$ cat src/design/pjs_pkg.sv
// Package for the parallel job scheduler.
// Holds the fixed field widths, the register map and the cell control struct.
// No dependencies; used by pjs_cell and parallel_job_scheduler.
package pjs_pkg;

  // Field widths fixed by the interface.
  localparam int TIME_W  = 48;
  localparam int DUR_W   = 32;
  localparam int CFG_W   = 7;
  localparam int WIDX_W  = 6;
  localparam int APB_DW  = 32;
  localparam int APB_AW  = 3;

  localparam logic [TIME_W-1:0] TIME_MAX = {TIME_W{1'b1}};

  // Register map, as register indexes.
  localparam logic REG_WORKER_COUNT = 1'b0;

  // Control broadcast from the top level to every cell.
  typedef struct packed {
    logic pop;      // a job transaction is taken: remove head, insert new key
    logic restart;  // every worker restarts at time zero
  } cell_ctrl_t;

endpackage

$ cat src/design/pjs_cell.sv
// One cell of the sorted worker chain of the parallel job scheduler.
// Holds one (free time, index) entry and takes its neighbour's or the new key.
// Depends on pjs_pkg.
module pjs_cell #(
  parameter int IDX_W = 6
) (
  input  logic                      clk,
  input  pjs_pkg::cell_ctrl_t       ctrl,
  input  logic                      active,
  input  logic                      first,
  input  logic [IDX_W-1:0]          init_index,
  input  logic [pjs_pkg::TIME_W-1:0] key_time,
  input  logic [IDX_W-1:0]          key_index,
  input  logic [pjs_pkg::TIME_W-1:0] nxt_time,
  input  logic [IDX_W-1:0]          nxt_index,
  input  logic                      nxt_lt,
  output logic [pjs_pkg::TIME_W-1:0] cell_time,
  output logic [IDX_W-1:0]          cell_index,
  output logic                      lt
);

  logic own_lt;
  logic [pjs_pkg::TIME_W-1:0] cell_time_next;
  logic [IDX_W-1:0]           cell_index_next;

  // Lexicographic order on (free time, index); inactive cells never precede.
  always_comb begin
    own_lt = (cell_time < key_time) ||
             ((cell_time == key_time) && (cell_index < key_index));
    lt = active && own_lt;
  end

  // Shift left past a smaller neighbour, otherwise take the key at its slot.
  always_comb begin
    cell_time_next  = cell_time;
    cell_index_next = cell_index;
    if (ctrl.restart) begin
      cell_time_next  = '0;
      cell_index_next = init_index;
    end else if (ctrl.pop && active) begin
      if (nxt_lt) begin
        cell_time_next  = nxt_time;
        cell_index_next = nxt_index;
      end else if (first || own_lt) begin
        cell_time_next  = key_time;
        cell_index_next = key_index;
      end
    end
  end

  // Entry storage; the restart command puts it in its reset value.
  always_ff @(posedge clk) begin
    cell_time  <= cell_time_next;
    cell_index <= cell_index_next;
  end

endmodule

$ cat config.mk
export PLATFORM = sky130hd
export DESIGN_NAME = pjs_cell
export DESIGN_NICKNAME = d
export VERILOG_FILES = /design/src/design/pjs_pkg.sv /design/src/design/pjs_cell.sv
export SDC_FILE = /design/constraint.sdc
export NUM_CORES = 1
export LEC_CHECK = 0
export ABC_AREA = 1
export ABC_CLOCK_PERIOD_IN_PS = 5000
export BUFFER_PORTS_ARGS = -buffer_cell sky130_fd_sc_hd__buf_2
export CAP_MARGIN = 30
export CORE_ASPECT_RATIO = 0.7
export CORE_UTILIZATION = 53
export DETAILED_ROUTE_END_ITERATION = 8
export MAX_ROUTING_LAYER = met4
export PLACE_DENSITY = 0.87
export SETUP_SLACK_MARGIN = 0.4
export SLEW_MARGIN = 20
export SYNTH_ARGS = -nofsm -noshare
export SYNTH_HDL_FRONTEND = slang
export SYNTH_SLANG_ARGS = --single-unit
$ cat constraint.sdc
create_clock -name clk -period 5 [get_ports clk]
set_input_delay 0.25 -clock clk [delete_from_list [all_inputs] [get_ports clk]]
set_output_delay 0.25 -clock clk [all_outputs]
set_load 0.005 [all_outputs]
==> results of run 1 <==
## worst max-delay path, stage by stage, from the launching register on
cell	delay [ns]
dfxtp_1	0.33
ha_1	0.29
nand2_1	0.07
inv_2	0.05
nand3_1	0.07
nor3_1	0.26
nand2_1	0.12
nor2_1	0.15
nand2_1	0.09
nand3_2	0.08
nand3_2	0.06
nand2_2	0.64
buf_4	0.54
nand2_1	0.11
nand2_1	0.09
nor2_1	0.05
## worst max-delay path by stage
stage / depth (start not counted) / slack (ns) / endpoint / startpoint
after floorplan: 13 / 2.88 / cell_index[0]$_DFFE_PP_ / cell_time[47]$_SDFFE_PP0P_
after global placement: 17 / 1.98 / cell_time[3]$_SDFFE_PP0P_ / key_time[27]
after detailed placement: 17 / 1.85 / cell_time[9]$_SDFFE_PP0P_ / key_time[27]
after CTS: 15 / 1.87 / cell_time[9]$_SDFFE_PP0P_ / cell_time[27]$_SDFFE_PP0P_
after global routing: 15 / 1.44 / cell_time[9]$_SDFFE_PP0P_ / cell_time[27]$_SDFFE_PP0P_
final: 15 / 1.88 / cell_time[9]$_SDFFE_PP0P_ / cell_time[27]$_SDFFE_PP0P_
## sequential cells by signal (all words and copies together) (netlist names)
register	cells
cell_time	48
cell_index	6
## synth_stat cells, drive strengths merged
cell type / count / share of area
a21o: 2 / 0.0036
nand3: 7 / 0.011
o211ai: 6 / 0.011
a21oi: 21 / 0.025
dfxtp: 48 / 0.23
clkbuf: 15 / 0.013
mux2: 1 / 0.0027
buf: 13 / 0.021
a21boi: 1 / 0.0018
edfxtp: 6 / 0.043
nor3: 4 / 0.0048
o21ai: 51 / 0.061
nor2: 113 / 0.10
ha: 53 / 0.16
nand2: 212 / 0.19
clkinv: 1 / 0.00089
nand4: 2 / 0.0030
o21a: 9 / 0.016
inv: 117 / 0.10
## area by class of cell
class	instances	share of cell area
repair buffers	177	0.170
inverters	118	0.0844
clock buffers	7	0.0272
well taps	98	0.0234
flip-flops and latches	54	0.218
clock inverters	1	0.00573
multi-input cells	482	0.471
## stage by stage
| step | cells | power [uW] | hold WS, ns | util | area [um^2] |
|---|---|---|---|---|---|
| floorplan | 682 | 705 | 0.436 | - | 4200 |
| global placement | 929 | 815 | 0.516 | 0.678 | 5070 |
| detailed placement | 929 | 830 | 0.523 | 0.678 | 5070 |
| CTS | 937 | 1240 | 0.227 | 0.701 | 5250 |
| global route | 937 | 1310 | 0.232 | 0.701 | 5250 |
| finish | 937 | 1230 | 0.226 | 0.701 | 5250 |
## cells in the final DEF (no fill, tap or decap), types with 4 or more instances in the layout
master	count
nand2_1	211
buf_2	174
inv_1	115
nor2_1	112
ha_1	53
o21ai_0	51
dfxtp_1	48
a21oi_1	21
o21a_1	9
o211ai_1	6
edfxtp_1	6
nand3_1	5
clkbuf_16	5
nor3_1	4
## metal layers
| layer | vias up | wire length (um) | track usage |
|---|---|---|---|
| met2 | 166 | 5060 | 0.468 |
| met1 | 1985 | 5020 | 0.337 |
| li1 | 2398 | - | - |
| met5 | - | 0 | - |
| met4 | 0 | 260 | 0.0973 |
| met3 | 25 | 697 | 0.0393 |
## cell families (layout without fill, tap and decap cells)
family | count (synthesis) | count (layout) | synth area share
AOI/OAI and AO/OA | 90 | 90 | 0.118
adders and majority gates | 53 | 53 | 0.158
buffers and inverters | 146 | 303 | 0.139
DFF | 54 | 54 | 0.272
muxes | 1 | 1 | 0.00268
and+or+nand+nor | 338 | 338 | 0.310
## where the power goes
group | switching, uW | total, uW | internal (uW) | leakage (uW)
sequential | 26.6 | 499 | 472 | 0.000455
combinational | 182 | 323 | 141 | 0.00270
clock | 159 | 409 | 251 | 0.0000841
==> flow_summary.yaml, run 1 <==
place:
  dp_hpwl_um: 8550
  dpl_worst_slack_ns: 1.85
  io_buffers: 174
  gp_congestion: 0.876
clock_network:
  root_buffer: "clkbuf_16"
  cts_buffer_depth: 2
  clock_latency_ns: 0.29
  cts_tree: "done"
  cts_buffers: 5
  ctsResizeCount: 0
  htreeDepth: 2
  clock_sinks: 54
  holdBufCountCts: 0
  cts.clk_slew.worst_paths_ns: 0.07
  postCtsSetupBuffers: 0
floorplan:
  dieArea_um2: 8290
  rows: 26
  core_area_um2: 7480
  start_util: 0.561
  die-height_um: 76.5
  ioPinCount: 175
  die_w_um: 108
finish:
  seqCellArea_um2: 1140
  syn_to_final_growth_pct: 24.9
  layout.nets: 1011
  fillers: 678
  multi_input_area_um2: 2470
  drive_above_1_share: 0.229
  diodes: 0
timing:
  finalSetupTns_ns: 0
  fin_skew_ns: 0.00851
  final_hold_viol_count: 0
  finalCritPeriodShare: 0.625
  fmax_ghz: 0.320
  fin_crit_ns: 3.12
  setup_violations: 0
  grt_setup_unrepaired: "false"
  worst_slack_ns: 1.88
  tightest_slew_ns: 0.932
  relSlewSlack: 0.379
  final_max_slew_viol_count: 0
grt:
  grt_use_total: 0.278
  grt_max_degree: 108
  grt.overflow.total: 0
  antenna_found_initial: 0
  grt_pass1_vias: 4216
  grt_pass1_wl_um: 18100
worst_setup_path:
  cp-start-kind: "flip-flop"
  critPathCaptureType: "flip-flop"
  r2r_cells: 15
  critPathMaxFanout: 50
  crit_type: "flip-flop to flip-flop"
  r2r_end: "cell_time[9]$_SDFFE_PP0P_"
  reg2reg_from: "cell_time[27]$_SDFFE_PP0P_"
  required_ns: 5.18
  arrival_ns: 3.31
  r2r_slack_ns: 1.88
synthesis:
  syn_area_um2: 4200
  ys_seq_area_frac: 0.272
  yosys_warnings: 0
  syn_area_per_cell_um2: 6.16
  ys_seq_elements: 54
  synthDistinctLibCells: 25
  synth_fp_nets: 855
  synthCells: 682
pwr:
  p_per_area_nw_per_um2: 235
  p_leak_uw: 0.00324
  ir_drop_mv: 0.181
drt:
  drc: 0
  dr.pass1.iters: 4
  viasPerCell: 4.88
  avgRoutedWirePerCell_um: 11.8
  drt_wl_total_um: 11000
  antenna_left: 0
  via_count: 4574
  drt-initial-drc-count: 209
min_path:
  hp-start: "init_index[1]"
  min_to: "cell_index[1]$_DFFE_PP_"
  hold_path_class: "input port to flip-flop"
  whs_path_depth: 2
run:
  maxCapViolCount: 0
run_status:
  outcome: "complete, no violations"
Power figures use the tool's default switching activity.
==> run 2: changes to the inputs <==
ABC_AREA = 0   (was 1)
ABC_CLOCK_PERIOD_IN_PS = 3200   (was 5000)
CORE_UTILIZATION = 48   (was 53)
PLACE_DENSITY = 0.81   (was 0.87)
clock period = 3.2 ns   (was 5 ns; I/O delays follow)
==> run 2 against run 1 <==
Effect of this change: the flow now finishes with violations (design-rule violations); clock power up 35%; sequential share of layout area up 0.40 points; worst setup slack got worse by 1.4 ns; clock-buffer cell count unchanged; core utilization down 5.2 points; global-route usage is 1.5 points lower; final cell count fell by 25%; via count down 14%; highest routed layer unchanged; synthesized cell count decreased by 35%; largest cell class unchanged; combinational power rose by 64%; synthesized area is 4.7% lower.
==> flow_summary.yaml, run 2 <==
finish:
  fillers: 710
  syn_to_final_growth_pct: 29.3
  fin_cells: 707
  largest_register_ffs: 48
  top_regs: "cell_time x48, cell_index x6"
  layout_commonest_cell: "buf_2"
  layout.nets: 778
  drive_above_1_share: 0.375
  final_cell_mix: "buf_2, a21oi_1, inv_1, mux2i_1, ha_1"
  top_register: "cell_time"
  final_core_util: 0.649
  diodes: 0
synthesis:
  synth_edf_count: 6
  synthDistinctLibCells: 40
  synth_ff_type: "dfxtp_1"
  syn_area_um2: 4000
  synthArstFlopShare: 0
  synth_fp_nets: 614
  yosys_warnings: 0
  netlist_top_cells_area: "dfxtp_1, ha_1, mux2i_1"
  synth_top_area_cell: "dfxtp_1"
  ys_seq_area_frac: 0.285
  netlist.area_leader.share: 0.240
  ys_seq_elements: 54
  synthCells: 441
  synth_top_family_by_area: "compound AO/OA/AOI/OAI gates"
  ys_top_cells_by_count: "a21oi_1, inv_1, mux2i_1"
  synth_mux_area_frac: 0.135
  syn_area_per_cell_um2: 9.07
  synth-xor-area-share: 0
  synth_adder_area_share: 0.166
  synth_compound_area_frac: 0.248
  synth-simple-area-share: 0.0741
  yosysMostFrequentCell: "a21oi_1"
grt:
  grt.overflow.total: 0
  grt_max_degree: 55
  grt_pass1_vias: 3727
  grt_use_total: 0.262
  grt_pass1_wl_um: 18000
  antenna_found_initial: 0
timing:
  hold_ws_ns: 0.161
  finalCritPeriodShare: 0.854
  fin_skew_ns: 0.00435
  fmax_ghz: 0.366
  relSlewSlack: 0.388
  grt_setup_unrepaired: "false"
  fin_crit_ns: 2.73
  finalSetupTns_ns: 0
  setup_violations: 0
  tightest_slew_ns: 0.918
  final_max_slew_viol_count: 0
  final_hold_viol_count: 0
worst_setup_path:
  worst-path-buf-inv: 2
  r2r_end: "cell_time[32]$_SDFFE_PP0P_"
  r2r_cells: 11
  critPathCaptureType: "flip-flop"
  path_delay_family: "compound AO/OA/AOI/OAI gates"
  crit_path_cell_trace: "ha_1, a21oi_1, nor2_1, a211oi_1, o211ai_1, a2111oi_2, a21o_1, buf_4, clkbuf_16, a21oi_1, a211oi_1"
  crit_type: "flip-flop to flip-flop"
  slowest_delay_ns: 0.38
  critPathMaxFanout: 24
  arrival_ns: 2.93
  reg2reg_from: "cell_time[25]$_SDFFE_PP0P_"
  critPathLaunch: "cell_time[25]$_SDFFE_PP0P_"
  crit_slowest_cell: "a2111oi_2"
  cp.depth: 11
  crit_path_end: "cell_time[32]$_SDFFE_PP0P_"
  cp-start-kind: "flip-flop"
  r2r_slack_ns: 0.47
  required_ns: 3.40
place:
  gp_congestion: 0.935
  dp_hpwl_um: 8700
  post-place-cells: 692
  io_buffers: 174
clock_network:
  holdBufCountCts: 0
  htreeDepth: 2
  cts_buffers: 5
  cts_tree: "done"
  clock_sinks: 54
  cts_buffer_depth: 2
  root_buffer: "clkbuf_16"
  cts.clk_slew.worst_paths_ns: 0.07
  clock_latency_ns: 0.28
floorplan:
  start_util: 0.502
  dieArea_um2: 8710
  ioPinCount: 175
  core_area_um2: 7970
  rows: 27
  die_w_um: 111
  die-height_um: 78.4
drt:
  dr.pass1.iters: 7
  drt_wl_total_um: 11700
  viasPerCell: 5.55
  drt-initial-drc-count: 251
  via_count: 3927
  antenna_left: 0
  drc: 24
  avgRoutedWirePerCell_um: 16.6
pwr:
  pwr-share-comb: 0.284
  switchingPower_uw: 561
  seqPwrFrac: 0.419
  internal_power_uw: 1300
  p_per_area_nw_per_um2: 360
  swShare: 0.301
  ir_drop_mv: 0.232
  power.share.clock: 0.298
  p_leak_uw: 0.00274
run_status:
  failed_checks: "design-rule violations"
  outcome: "finished with violations"
min_path:
  hold_path_class: "input port to flip-flop"
run:
  maxCapViolCount: 0
==> run 2: what timing repair did <==
| item | CTS | global route |
|---|---|---|
| cloned | 0 | 2 |
| buffers inserted | 0 | 5 |
| pin swaps | 0 | 10 |
| gates resized for setup | 3 | 9 |
| endpoints found under the setup margin | 54 | 54 |
==> run 2: how the worst min path moves through the flow <==
stage	from	to	cells past startpoint
floorplan	init_index[3]	cell_index[3]$_DFFE_PP_	2
global placement	init_index[1]	cell_index[1]$_DFFE_PP_	3
detailed placement	init_index[2]	cell_index[2]$_DFFE_PP_	3
CTS	init_index[0]	cell_index[0]$_DFFE_PP_	3
global route	init_index[4]	cell_index[4]$_DFFE_PP_	3
finish	init_index[0]	cell_index[0]$_DFFE_PP_	3
==> run 2: per-layer routing <==
| layer | wire length, um | GRT usage | vias up |
|---|---|---|---|
| met4 | 87 | 0.0459 | 0 |
| met2 | 5480 | 0.447 | 171 |
| met1 | 5300 | 0.330 | 1806 |
| li1 | - | - | 1942 |
| met5 | 0 | - | - |
| met3 | 859 | 0.0502 | 8 |
==> run 2: cells by family after synthesis <==
logic type | after synthesis
and+or+nand+nor | 53
AOI/OAI and AO/OA | 143
DFF | 54
muxes | 54
adders and majority gates | 53
buffers and inverters | 84
==> run 2: worst register-to-register path, stage by stage (launching register included) <==
cell and delay (ns):
dfxtp_1 0.33, ha_1 0.31, a21oi_1 0.15, nor2_1 0.05, a211oi_1 0.31, o211ai_1 0.18
a2111oi_2 0.38, a21o_1 0.25, buf_4 0.14, clkbuf_16 0.19, a21oi_1 0.10, a211oi_1 0.23
==> run 2: final cells by class <==
cell class	count	area, um^2	area share
Multi-Input combinational cell	303	2510	0.485
Sequential cell	54	1150	0.222
Timing Repair Buffer	186	1040	0.200
Inverter	55	206	0.0399
Clock buffer	7	143	0.0276
Tap cell	101	126	0.0244
Clock inverter	1	5.00	0.000967
==> run 2: power by group through the flow <==
stage	clock [uW]	sequential [uW]	combinational (uW)
floorplan	0	791	299
global placement	0	790	486
detailed placement	0	793	506
CTS	560	778	511
global route	598	787	583
finish	554	779	529
==> run 2: stage by stage <==
stage	cell area, um^2	power, uW	setup WS (ns)
2_1_floorplan	4000	1090	0.598
3_3_place_gp	4890	1280	0.330
3_5_place_dp	4890	1300	0.277
4_1_cts	5050	1850	0.386
5_1_grt	5170	1970	0.360
6_report	5170	1860	0.468
